`config.mk`:
```
export PLATFORM = sky130hd
export DESIGN_NAME = clause_factor_bp_message
export DESIGN_NICKNAME = d
export VERILOG_FILES = /design/src/design/cfbp_pkg.sv /design/src/design/cfbp_datapath.sv /design/src/design/cfbp_ctrl.sv /design/src/design/clause_factor_bp_message.sv
export SDC_FILE = /design/constraint.sdc
export NUM_CORES = 2
export LEC_CHECK = 0
export CAP_MARGIN = 25
export CORE_MARGIN = 10
export CORE_UTILIZATION = 45
export DETAILED_ROUTE_END_ITERATION = 6
export DONT_BUFFER_PORTS = 1
export MAX_ROUTING_LAYER = met4
export PLACE_DENSITY = 0.6
export REMOVE_ABC_BUFFERS = 1
export SLEW_MARGIN = 20
export SYNTH_ARGS = -nofsm -noshare
export SYNTH_HDL_FRONTEND = slang
export SYNTH_SLANG_ARGS = --single-unit
```
`constraint.sdc`:
```
create_clock -name i_clk -period 9.8 [get_ports i_clk]
set_input_delay 0.49 -clock i_clk [delete_from_list [all_inputs] [get_ports i_clk]]
set_output_delay 0.49 -clock i_clk [all_outputs]
set_load 0.02 [all_outputs]
```
`src/design/cfbp_pkg.sv`:
```
// Shared types and constants of the clause factor message block.
// No dependencies; used by the controller, datapath and top level.
`default_nettype none

package cfbp_pkg;

    // Configuration register indexes
    localparam logic [1:0] CFG_WEIGHT = 2'd0;
    localparam logic [1:0] CFG_SENSE  = 2'd1;
    localparam logic [1:0] CFG_NPREDS = 2'd2;
    localparam logic [1:0] CFG_TUPLES = 2'd3;

    localparam int CFG_IDX_W  = 2;
    localparam int CFG_DATA_W = 16;
    localparam int WEIGHT_W   = 16;
    localparam int SENSE_W    = 6;
    localparam int NPREDS_W   = 3;
    localparam int TUPLES_W   = 16;
    localparam int PRED_W     = 3;
    localparam int NEFF_W     = 4;   // effective predicate count, up to 7
    localparam int LSE_N      = 32;
    localparam int LSE_IDX_W  = 5;
    localparam int LSE_VAL_W  = 16;

    // ln(1 + e^-d) for d = k/4, sixteen fraction bits
    localparam logic [LSE_VAL_W-1:0] LSE_TABLE [LSE_N] = '{
        16'd45426, 16'd37745, 16'd31069, 16'd25354, 16'd20530, 16'd16510, 16'd13200, 16'd10500,
        16'd8318,  16'd6567,  16'd5170,  16'd4061,  16'd3184,  16'd2493,  16'd1950,  16'd1523,
        16'd1189,  16'd928,   16'd724,   16'd565,   16'd440,   16'd343,   16'd267,   16'd208,
        16'd162,   16'd126,   16'd98,    16'd77,    16'd60,    16'd47,    16'd36,    16'd28
    };

    // Datapath strobes issued by the controller
    typedef struct packed {
        logic load;      // write the input request into the link store
        logic tgt_latch; // take the target predicate, clear the half sums
        logic init_prod; // start a state's product with the factor term
        logic mul;       // multiply one link's message by the tuple count
        logic add;       // add the registered product
        logic lse1;      // compare and difference against the half sum
        logic lse2;      // fold with the correction term
        logic ratio;     // form the saturated outgoing message
    } t_cmd;

endpackage

`default_nettype wire

```
`src/design/cfbp_datapath.sv`:
```
// Datapath: link store, state product accumulator, log-sum-exp fold, ratio.
// Depends on cfbp_pkg; driven by cfbp_ctrl strobes.
`default_nettype none

module cfbp_datapath #(
    parameter int MAX_PREDS = 6,
    parameter int MAX_LINKS = 16,
    parameter int MSG_WIDTH = 24,
    parameter int FRAC_BITS = 8,
    parameter int LINK_W    = 4,
    parameter int ACC_W     = 50
) (
    input  wire                                 i_clk,
    input  wire                                 i_rst_n,
    input  wire  cfbp_pkg::t_cmd                i_cmd,
    input  wire  [LINK_W-1:0]                   i_wr_idx,
    input  wire  [LINK_W-1:0]                   i_rd_idx,
    input  wire  [MAX_PREDS-1:0]                i_state,
    input  wire  [cfbp_pkg::PRED_W-1:0]         i_pred_index,
    input  wire  signed [MSG_WIDTH-1:0]         i_msg_false,
    input  wire  signed [MSG_WIDTH-1:0]         i_msg_true,
    input  wire  signed [cfbp_pkg::WEIGHT_W-1:0] i_weight,
    input  wire  [MAX_PREDS-1:0]                i_unsat,
    input  wire  [cfbp_pkg::NEFF_W-1:0]         i_neff,
    input  wire  [cfbp_pkg::TUPLES_W-1:0]       i_tuples,
    output logic [cfbp_pkg::PRED_W-1:0]         o_target,
    output logic signed [MSG_WIDTH-1:0]         o_ratio
);

    localparam int PROD_W = MSG_WIDTH + cfbp_pkg::TUPLES_W + 1;
    localparam int RND    = (FRAC_BITS < 16) ? (1 << (15 - FRAC_BITS)) : 0;
    localparam int SH     = 16 - FRAC_BITS;
    localparam logic signed [ACC_W:0] SAT_HI = (ACC_W+1)'((64'sd1 <<< (MSG_WIDTH-1)) - 1);
    localparam logic signed [ACC_W:0] SAT_LO = -(ACC_W+1)'(64'sd1 <<< (MSG_WIDTH-1));

    logic [cfbp_pkg::PRED_W-1:0] r_pred_store  [MAX_LINKS];
    logic signed [MSG_WIDTH-1:0] r_false_store [MAX_LINKS];
    logic signed [MSG_WIDTH-1:0] r_true_store  [MAX_LINKS];

    logic [cfbp_pkg::PRED_W-1:0] r_tgt;
    logic signed [PROD_W-1:0]    r_prod;
    logic signed [ACC_W-1:0]     r_p;
    logic signed [ACC_W-1:0]     r_acc [2];
    logic [1:0]                  r_seen;
    logic signed [ACC_W-1:0]     r_max;
    logic [ACC_W-1:0]            r_d;
    logic                        r_h;
    logic                        r_pair;
    logic signed [MSG_WIDTH-1:0] r_ratio;

    logic [cfbp_pkg::PRED_W-1:0] rd_pred;
    logic signed [MSG_WIDTH-1:0] rd_msg;
    logic [MAX_PREDS-1:0]        s_by_pred;
    logic [MAX_PREDS-1:0]        s_by_tgt;
    logic                        src_bit;
    logic                        h;
    logic signed [cfbp_pkg::TUPLES_W:0] tc_s;
    logic signed [PROD_W-1:0]    n_prod;
    logic signed [ACC_W-1:0]     a_h;
    logic [ACC_W-1:0]            idx_full;
    logic [16:0]                 corr;
    logic signed [ACC_W:0]       diff;

    always_comb begin
        rd_pred   = r_pred_store[i_rd_idx];
        s_by_pred = i_state >> rd_pred;
        src_bit   = ({1'b0, rd_pred} < i_neff) && s_by_pred[0];
        rd_msg    = src_bit ? r_true_store[i_rd_idx] : r_false_store[i_rd_idx];
        tc_s      = $signed({1'b0, i_tuples});
        n_prod    = (rd_pred == r_tgt) ? '0 : PROD_W'(rd_msg * tc_s);
        s_by_tgt  = i_state >> r_tgt;
        h         = ({1'b0, r_tgt} < i_neff) && s_by_tgt[0];
        a_h       = r_acc[h];
        idx_full  = r_d >> (FRAC_BITS - 2);
        if (idx_full < ACC_W'(cfbp_pkg::LSE_N)) begin
            corr = 17'(({1'b0, cfbp_pkg::LSE_TABLE[idx_full[cfbp_pkg::LSE_IDX_W-1:0]]}
                        + 17'(RND)) >> SH);
        end else begin
            corr = '0;
        end
        diff = {r_acc[1][ACC_W-1], r_acc[1]} - {r_acc[0][ACC_W-1], r_acc[0]};
    end

    // Link store: plain registers, no reset
    always_ff @(posedge i_clk) begin
        if (i_cmd.load) begin
            r_pred_store[i_wr_idx]  <= i_pred_index;
            r_false_store[i_wr_idx] <= i_msg_false;
            r_true_store[i_wr_idx]  <= i_msg_true;
        end
    end

    always_ff @(posedge i_clk) begin
        if (!i_rst_n) begin
            r_seen <= '0;
            r_pair <= 1'b0;
        end else begin
            if (i_cmd.tgt_latch) begin
                r_seen <= '0;
            end
            if (i_cmd.lse1) begin
                r_pair    <= r_seen[h];
                r_seen[h] <= 1'b1;
            end
        end
    end

    always_ff @(posedge i_clk) begin
        if (i_cmd.tgt_latch) begin
            r_tgt <= rd_pred;
        end
        if (i_cmd.init_prod) begin
            r_p <= (i_state == i_unsat) ? '0 : ACC_W'(i_weight);
        end
        if (i_cmd.mul) begin
            r_prod <= n_prod;
        end
        if (i_cmd.add) begin
            r_p <= r_p + ACC_W'(r_prod);
        end
        if (i_cmd.lse1) begin
            r_h <= h;
            if (!r_seen[h]) begin
                r_acc[h] <= r_p;
            end
            if (a_h >= r_p) begin
                r_max <= a_h;
                r_d   <= ACC_W'(a_h - r_p);
            end else begin
                r_max <= r_p;
                r_d   <= ACC_W'(r_p - a_h);
            end
        end
        if (i_cmd.lse2 && r_pair) begin
            r_acc[r_h] <= r_max + ACC_W'(corr);
        end
        if (i_cmd.ratio) begin
            if (!(r_seen[0] && r_seen[1])) begin
                r_ratio <= '0;
            end else if (diff > SAT_HI) begin
                r_ratio <= MSG_WIDTH'(SAT_HI);
            end else if (diff < SAT_LO) begin
                r_ratio <= MSG_WIDTH'(SAT_LO);
            end else begin
                r_ratio <= MSG_WIDTH'(diff);
            end
        end
    end

    assign o_target = r_tgt;
    assign o_ratio  = r_ratio;

endmodule

`default_nettype wire

```
`src/design/cfbp_ctrl.sv`:
```
// Controller: sequences link loading, state walk, fold and result hand-off.
// Depends on cfbp_pkg; drives cfbp_datapath.
`default_nettype none

module cfbp_ctrl #(
    parameter int MAX_PREDS = 6,
    parameter int MAX_LINKS = 16,
    parameter int LINK_W    = 4,
    parameter int LCNT_W    = 5
) (
    input  wire                   i_clk,
    input  wire                   i_rst_n,
    input  wire                   i_valid,
    input  wire                   i_last_link,
    output logic                  o_stall,
    output logic                  o_valid,
    input  wire                   i_stall,
    input  wire  [MAX_PREDS-1:0]  i_full,
    output cfbp_pkg::t_cmd        o_cmd,
    output logic [LINK_W-1:0]     o_wr_idx,
    output logic [LINK_W-1:0]     o_rd_idx,
    output logic [MAX_PREDS-1:0]  o_state,
    output logic [LINK_W-1:0]     o_link,
    output logic                  o_last
);

    localparam logic [3:0] ST_IDLE  = 4'd0;
    localparam logic [3:0] ST_TGT   = 4'd1;
    localparam logic [3:0] ST_INIT  = 4'd2;
    localparam logic [3:0] ST_MUL   = 4'd3;
    localparam logic [3:0] ST_ADD   = 4'd4;
    localparam logic [3:0] ST_LSE1  = 4'd5;
    localparam logic [3:0] ST_LSE2  = 4'd6;
    localparam logic [3:0] ST_RATIO = 4'd7;
    localparam logic [3:0] ST_OUT   = 4'd8;

    logic [3:0]           r_st,     n_st;
    logic [LCNT_W-1:0]    r_loaded, n_loaded;
    logic [LINK_W-1:0]    r_k,      n_k;
    logic [LINK_W-1:0]    r_j,      n_j;
    logic [MAX_PREDS-1:0] r_s,      n_s;
    logic                 accept;
    logic                 j_last;
    logic                 k_last;

    assign accept = (r_st == ST_IDLE) && i_valid;
    assign j_last = LCNT_W'(r_j) == (r_loaded - LCNT_W'(1));
    assign k_last = LCNT_W'(r_k) == (r_loaded - LCNT_W'(1));

    always_comb begin
        n_st     = r_st;
        n_loaded = r_loaded;
        n_k      = r_k;
        n_j      = r_j;
        n_s      = r_s;
        o_cmd    = '0;
        o_rd_idx = r_j;
        unique case (r_st)
            ST_IDLE: begin
                if (accept) begin
                    if (r_loaded < LCNT_W'(MAX_LINKS)) begin
                        o_cmd.load = 1'b1;
                        n_loaded   = r_loaded + LCNT_W'(1);
                    end
                    if (i_last_link) begin
                        n_k  = '0;
                        n_st = ST_TGT;
                    end
                end
            end
            ST_TGT: begin
                o_rd_idx        = r_k;
                o_cmd.tgt_latch = 1'b1;
                n_s             = '0;
                n_st            = ST_INIT;
            end
            ST_INIT: begin
                o_cmd.init_prod = 1'b1;
                n_j             = '0;
                n_st            = ST_MUL;
            end
            ST_MUL: begin
                o_cmd.mul = 1'b1;
                n_st      = ST_ADD;
            end
            ST_ADD: begin
                o_cmd.add = 1'b1;
                if (j_last) begin
                    n_st = ST_LSE1;
                end else begin
                    n_j  = r_j + LINK_W'(1);
                    n_st = ST_MUL;
                end
            end
            ST_LSE1: begin
                o_cmd.lse1 = 1'b1;
                n_st       = ST_LSE2;
            end
            ST_LSE2: begin
                o_cmd.lse2 = 1'b1;
                if (r_s == i_full) begin
                    n_st = ST_RATIO;
                end else begin
                    n_s  = r_s + MAX_PREDS'(1);
                    n_st = ST_INIT;
                end
            end
            ST_RATIO: begin
                o_cmd.ratio = 1'b1;
                n_st        = ST_OUT;
            end
            ST_OUT: begin
                if (!i_stall) begin
                    if (k_last) begin
                        n_loaded = '0;
                        n_st     = ST_IDLE;
                    end else begin
                        n_k  = r_k + LINK_W'(1);
                        n_st = ST_TGT;
                    end
                end
            end
            default: begin
                n_st = ST_IDLE;
            end
        endcase
    end

    always_ff @(posedge i_clk) begin
        if (!i_rst_n) begin
            r_st     <= ST_IDLE;
            r_loaded <= '0;
            r_k      <= '0;
            r_j      <= '0;
            r_s      <= '0;
        end else begin
            r_st     <= n_st;
            r_loaded <= n_loaded;
            r_k      <= n_k;
            r_j      <= n_j;
            r_s      <= n_s;
        end
    end

    assign o_stall  = r_st != ST_IDLE;
    assign o_valid  = r_st == ST_OUT;
    assign o_wr_idx = r_loaded[LINK_W-1:0];
    assign o_state  = r_s;
    assign o_link   = r_k;
    assign o_last   = k_last;

endmodule

`default_nettype wire

```
`src/design/clause_factor_bp_message.sv`:
```
// Top level of the clause factor message block: configuration registers,
// controller and datapath. Depends on cfbp_pkg, cfbp_ctrl, cfbp_datapath.
//
//  channel   direction  handshake                 payload
//  -------   ---------  ------------------------  ----------------------------------
//  link in   input      i_valid / o_stall         pred_index, msg_false, msg_true,
//                                                 last_link
//  message   output     o_valid / i_stall         link_number, target_pred,
//                                                 log_ratio, last_result
//  config    input      i_cfg_valid / o_cfg_ready i_cfg_index, i_cfg_data
//
// A link request without last_link is stored; requests beyond the
// store depth are dropped but a dropped last link still starts the work.
// Each outgoing message walks S = 2^num_preds states, with L stored links: the
// single multiply-add walks every link once per state, then the log-sum-exp
// fold runs in its LSE1 and LSE2 states, before the message hand-off.
// The input stalls from the last link until the final message is taken.
// Synchronous active-low reset clears control and sets the configuration to its
// defaults; the link store holds no reset value.
`default_nettype none

module clause_factor_bp_message #(
    parameter  int MAX_PREDS = 6,
    parameter  int MAX_LINKS = 16,
    parameter  int MSG_WIDTH = 24,
    parameter  int FRAC_BITS = 8,
    localparam int LINK_W    = (MAX_LINKS > 1) ? $clog2(MAX_LINKS) : 1
) (
    input  wire                                   i_clk,
    input  wire                                   i_rst_n,
    input  wire                                   i_valid,
    output logic                                  o_stall,
    input  wire  [cfbp_pkg::PRED_W-1:0]           i_pred_index,
    input  wire  signed [MSG_WIDTH-1:0]           i_msg_false,
    input  wire  signed [MSG_WIDTH-1:0]           i_msg_true,
    input  wire                                   i_last_link,
    output logic                                  o_valid,
    input  wire                                   i_stall,
    output logic [LINK_W-1:0]                     o_link_number,
    output logic [cfbp_pkg::PRED_W-1:0]           o_target_pred,
    output logic signed [MSG_WIDTH-1:0]           o_log_ratio,
    output logic                                  o_last_result,
    input  wire                                   i_cfg_valid,
    output logic                                  o_cfg_ready,
    input  wire  [cfbp_pkg::CFG_IDX_W-1:0]        i_cfg_index,
    input  wire  [cfbp_pkg::CFG_DATA_W-1:0]       i_cfg_data
);

    localparam int LCNT_W = $clog2(MAX_LINKS + 1);
    // Products: message times tuple count, summed over links, with fold headroom
    localparam int ACC_W  = MSG_WIDTH + cfbp_pkg::TUPLES_W + 1 + LCNT_W + 4;

    logic signed [cfbp_pkg::WEIGHT_W-1:0] r_weight;
    logic [cfbp_pkg::SENSE_W-1:0]         r_sense;
    logic [cfbp_pkg::NPREDS_W-1:0]        r_npreds;
    logic [cfbp_pkg::TUPLES_W-1:0]        r_tuples;

    logic [cfbp_pkg::NEFF_W-1:0] neff;
    logic [MAX_PREDS-1:0]        full;
    logic [MAX_PREDS-1:0]        unsat;

    cfbp_pkg::t_cmd       cmd;
    logic [LINK_W-1:0]    wr_idx;
    logic [LINK_W-1:0]    rd_idx;
    logic [MAX_PREDS-1:0] state;

    assign o_cfg_ready = 1'b1;

    // Configuration registers; the user must write them only while idle, the block itself does not enforce it
    always_ff @(posedge i_clk) begin
        if (!i_rst_n) begin
            r_weight <= 16'sd256;
            r_sense  <= '0;
            r_npreds <= 3'd1;
            r_tuples <= 16'd1;
        end else if (i_cfg_valid) begin
            unique case (i_cfg_index)
                cfbp_pkg::CFG_WEIGHT: r_weight <= $signed(i_cfg_data);
                cfbp_pkg::CFG_SENSE:  r_sense  <= i_cfg_data[cfbp_pkg::SENSE_W-1:0];
                cfbp_pkg::CFG_NPREDS: r_npreds <= i_cfg_data[cfbp_pkg::NPREDS_W-1:0];
                cfbp_pkg::CFG_TUPLES: r_tuples <= i_cfg_data;
                default: ;
            endcase
        end
    end

    // Clamp the predicate count, build the last-state and unsatisfied masks
    always_comb begin
        if ({1'b0, r_npreds} > cfbp_pkg::NEFF_W'(MAX_PREDS)) begin
            neff = cfbp_pkg::NEFF_W'(MAX_PREDS);
        end else begin
            neff = {1'b0, r_npreds};
        end
        for (int i = 0; i < MAX_PREDS; i++) begin
            full[i]  = cfbp_pkg::NEFF_W'(i) < neff;
            unsat[i] = full[i] && !((i < cfbp_pkg::SENSE_W) ? r_sense[i % cfbp_pkg::SENSE_W]
                                                              : 1'b0);
        end
    end

    cfbp_ctrl #(
        .MAX_PREDS (MAX_PREDS),
        .MAX_LINKS (MAX_LINKS),
        .LINK_W    (LINK_W),
        .LCNT_W    (LCNT_W)
    ) u_ctrl (
        .i_clk       (i_clk),
        .i_rst_n     (i_rst_n),
        .i_valid     (i_valid),
        .i_last_link (i_last_link),
        .o_stall     (o_stall),
        .o_valid     (o_valid),
        .i_stall     (i_stall),
        .i_full      (full),
        .o_cmd       (cmd),
        .o_wr_idx    (wr_idx),
        .o_rd_idx    (rd_idx),
        .o_state     (state),
        .o_link      (o_link_number),
        .o_last      (o_last_result)
    );

    cfbp_datapath #(
        .MAX_PREDS (MAX_PREDS),
        .MAX_LINKS (MAX_LINKS),
        .MSG_WIDTH (MSG_WIDTH),
        .FRAC_BITS (FRAC_BITS),
        .LINK_W    (LINK_W),
        .ACC_W     (ACC_W)
    ) u_datapath (
        .i_clk        (i_clk),
        .i_rst_n      (i_rst_n),
        .i_cmd        (cmd),
        .i_wr_idx     (wr_idx),
        .i_rd_idx     (rd_idx),
        .i_state      (state),
        .i_pred_index (i_pred_index),
        .i_msg_false  (i_msg_false),
        .i_msg_true   (i_msg_true),
        .i_weight     (r_weight),
        .i_unsat      (unsat),
        .i_neff       (neff),
        .i_tuples     (r_tuples),
        .o_target     (o_target_pred),
        .o_ratio      (o_log_ratio)
    );

endmodule

`default_nettype wire

```
==> qor.yml <==
pwr:
  ir_drop_v: 0.000211
  p_sw_mw: 4.53
  p_leak_nw: 32.2
  p_seq_share_pct: 40.0
  power_density_mw_per_mm2: 181
  p_int_mw: 10.5
  p_comb_share_pct: 27.7
  p_clk_share_pct: 32.3
  p_sw_share_pct: 30.2
place:
  globalplace.congestion: 0.931
  place_ws_ns: -0.238
  hpwl_um: 127000
  io_buffers: 0
timing:
  finalSetupViolations: 0
  fin_worst_skew_ns: 0.0451
  slew_viol_final: 0
  finalCritPeriodShare_pct: 97.5
  slew_headroom_pct: 31.0
  min_period_ns: 9.55
  worstMarginPinSlew_ns: 1.04
  hold_viol_final: 0
  setup_ws_ns: 0.246
  rsz0062_at_grt: "true"
  fmax_mhz: 105
synth:
  synthDominantCellAreaShare_pct: 46.0
  synth_edf_count: 1129
  yosysMostFrequentCell: "edfxtp_1"
  syn_inst: 6087
  yosys-top-cells-count: "edfxtp_1 (1129), inv_1 (677), nand2_1 (431)"
  synth-main-ff-cell: "edfxtp_1"
  syn_avg_cell_area_sq_um: 12.1
  synth_warnings: 0
  synth-async-reset-ratio_pct: 0
  synth_area_sq_mm: 0.0737
  ys_seq_elements: 1196
  synthTopCellsByArea: "edfxtp_1 (46%), fa_1 (10%), mux4_2 (6.1%)"
  yosys.area.top_type: "edfxtp_1"
  yosysSeqAreaShare_pct: 47.8
  synth.distinct_cells: 94
clock_network:
  clockBufferDepth: 3
  htreeDepth: 4
  cts_made_buffers: 131
  cts.sinks: 1196
  root_buffer: "clkbuf_16"
  clk_pin_slew_ns: 0.06
  clk_latency_ns: 0.79
  cts_tree: "yes"
worst_setup_path:
  path_buf_inv: 7
  endpoint_kind: "flip-flop"
  cp_max_fo: 18
  path_delay_family: "adder cells"
  crit_arrival_ns: 10.19
  critPathKind: "flip-flop to flip-flop"
  slowest_delay_ns: 0.57
  crit_slowest_cell: "fa_1"
  critPathRequiredTime_ns: 10.43
  critPathLaunchType: "flip-flop"
floorplanning:
  num_rows: 148
  pin_count: 110
  die_w_um: 425
  dieHeight_um: 425
  core_area_sq_mm: 0.163
  start_util_pct: 45.3
  dieArea_sq_mm: 0.180
finish:
  fin_util_pct: 50.9
  n_fill_cell: 14109
  drive_above_1_share_pct: 12.9
  synthToLayoutAreaGrowth_pct: 12.4
  nNetsFinal: 7066
global_routing:
  antenna_found_initial: 13
  grtUsageTotal_pct: 20.7
  grt_max_degree: 97
  grt_pass1_vias: 48037
  grt_pass1_wl_um: 284000
  overflow: 0
route:
  routedWlPerCell_um: 21.3
  first_pass_iters: 6
  drc_errors: 0
  ant_nets: 0
  dr_total_vias: 46662
  vias_per_cell: 5.45
  drt_iter0_markers: 3193
  wirelength_um: 182000
run_status:
  status: "complete, no violations"
hold_path:
  worstHoldPathType: "primary input to flip-flop"
flow_run:
  cap_violations: 0
## layout make-up
type | instances | area [sq um] | share of cell area, %
inverter | 681 | 2560 | 3.09
timing repair buffer | 344 | 3040 | 3.66
sequential | 1196 | 35200 | 42.5
clock inverter | 68 | 763 | 0.921
tap | 2175 | 2720 | 3.28
clock buffer | 164 | 3440 | 4.15
multi-input combinational | 3928 | 35100 | 42.3
antenna | 13 | 32.5 | 0.0393
## path summary, 6_finish.rpt
path | start | end | slack, ns | cells after the start
setup reg to reg | u_ctrl.r_st[3] | u_datapath.r_prod[40] | 0.25 | 41
setup / recovery | u_ctrl.r_st[3] | u_datapath.r_prod[40] | 0.25 | 41
hold reg to reg | r_weight[9] | r_weight[9] | 0.46 | 2
hold / removal | i_cfg_index[1] | r_weight[0] | 0.10 | 4
## worst register-to-register path, delay by kind of cell, from the launching register on
| kind | cells | cell delay [ns] |
|---|---|---|
| buf+inv | 7 | 0.88 |
| mux | 3 | 0.92 |
| flops | 1 | 0.33 |
| fa+ha+maj | 7 | 3.39 |
| simple gates | 9 | 1.22 |
| compound gates | 15 | 2.72 |
## power groups by stage
stage / logic [mW] / registers [mW] / clock network, mW
floorplan: 2.70 / 6.07 / 0
global placement: 3.95 / 6.10 / 0
detailed placement: 4.00 / 6.10 / 0
CTS: 4.10 / 5.99 / 4.95
global route: 4.67 / 6.01 / 5.14
finish: 4.16 / 6.00 / 4.84
## repair_timing
item                                    in CTS  in global routing
buffers inserted                             0                  4
pin swaps                                    1                 27
gates cloned                                 0                  1
hold buffers                                74                  0
resized for setup                            6                 67
endpoints found under the setup margin       5                 15
hold endpoints to repair                   883                  0
## kinds of logic (layout without fill, tap and decap cells)
kind of cell	Yosys count	count (layout)	share of synthesized area, %
buffers and inverters	963	1257	5.34
flip-flops	1196	1196	47.8
multiplexers	295	295	7.55
AO/OA/AOI/OAI	1135	1135	9.83
other	2	15	0.0102
XOR/XNOR	254	254	3.02
adder cells (fa/ha/maj)	709	709	15.9
AND/OR/NAND/NOR	1533	1533	10.5
## sequential cells by signal, indices dropped and copies added (netlist names), 5 cells and up
name / cells
u_datapath.r_true_store: 384
r_sense: 6
u_ctrl.r_loaded: 5
u_datapath.r_p: 50
r_weight: 16
u_datapath.r_max: 50
r_tuples: 16
u_datapath.o_ratio: 24
u_datapath.r_prod: 41
u_ctrl.o_state: 6
u_datapath.r_d: 44
u_datapath.r_false_store: 384
u_datapath.r_pred_store: 48
u_datapath.r_acc: 100
## layout by cell type (no fill, tap or decap), types with 69 or more instances in the layout
cell | Yosys | routed
mux2i_1 | 82 | 80
inv_1 | 677 | 675
nand2_1 | 431 | 427
and2_1 | 69 | 69
xor2_1 | 111 | 111
edfxtp_1 | 1129 | 1129
nand2b_1 | 260 | 257
o21ai_0 | 276 | 270
buf_4 | 5 | 247
nor2_1 | 277 | 263
ha_1 | 329 | 326
a211oi_1 | 80 | 75
a21o_1 | 118 | 118
dlygate4sd3_1 | 0 | 73
fa_1 | 380 | 377
mux4_2 | 200 | 200
clkbuf_16 | 0 | 133
xnor2_1 | 143 | 143
a21oi_1 | 304 | 292
nor2b_1 | 217 | 212
## per-layer routing
metal  vias to the layer above  GRT usage, %  wire length, um
li1                      21954             -                -
met1                     23421          26.1            78300
met2                      1027          34.9            91300
met3                       260          2.87             8330
met4                         0          5.54             4360
met5                         -             -                0
## through the flow
step	instance area [sq um]	total power, mW	hold slack [ns]	setup TNS, ns	cells
floorplan	72300	8.77	0.438	-378.77	5805
global placement	77400	10.1	0.452	-0.392	8241
detailed placement	77400	10.1	0.459	-0.550	8244
CTS	82400	15.0	0.0330	0	8550
global route	82900	15.8	0.0872	-0.503	8568
finish	82900	15.0	0.100	0	8569
(Power assumes the default switching activity.)
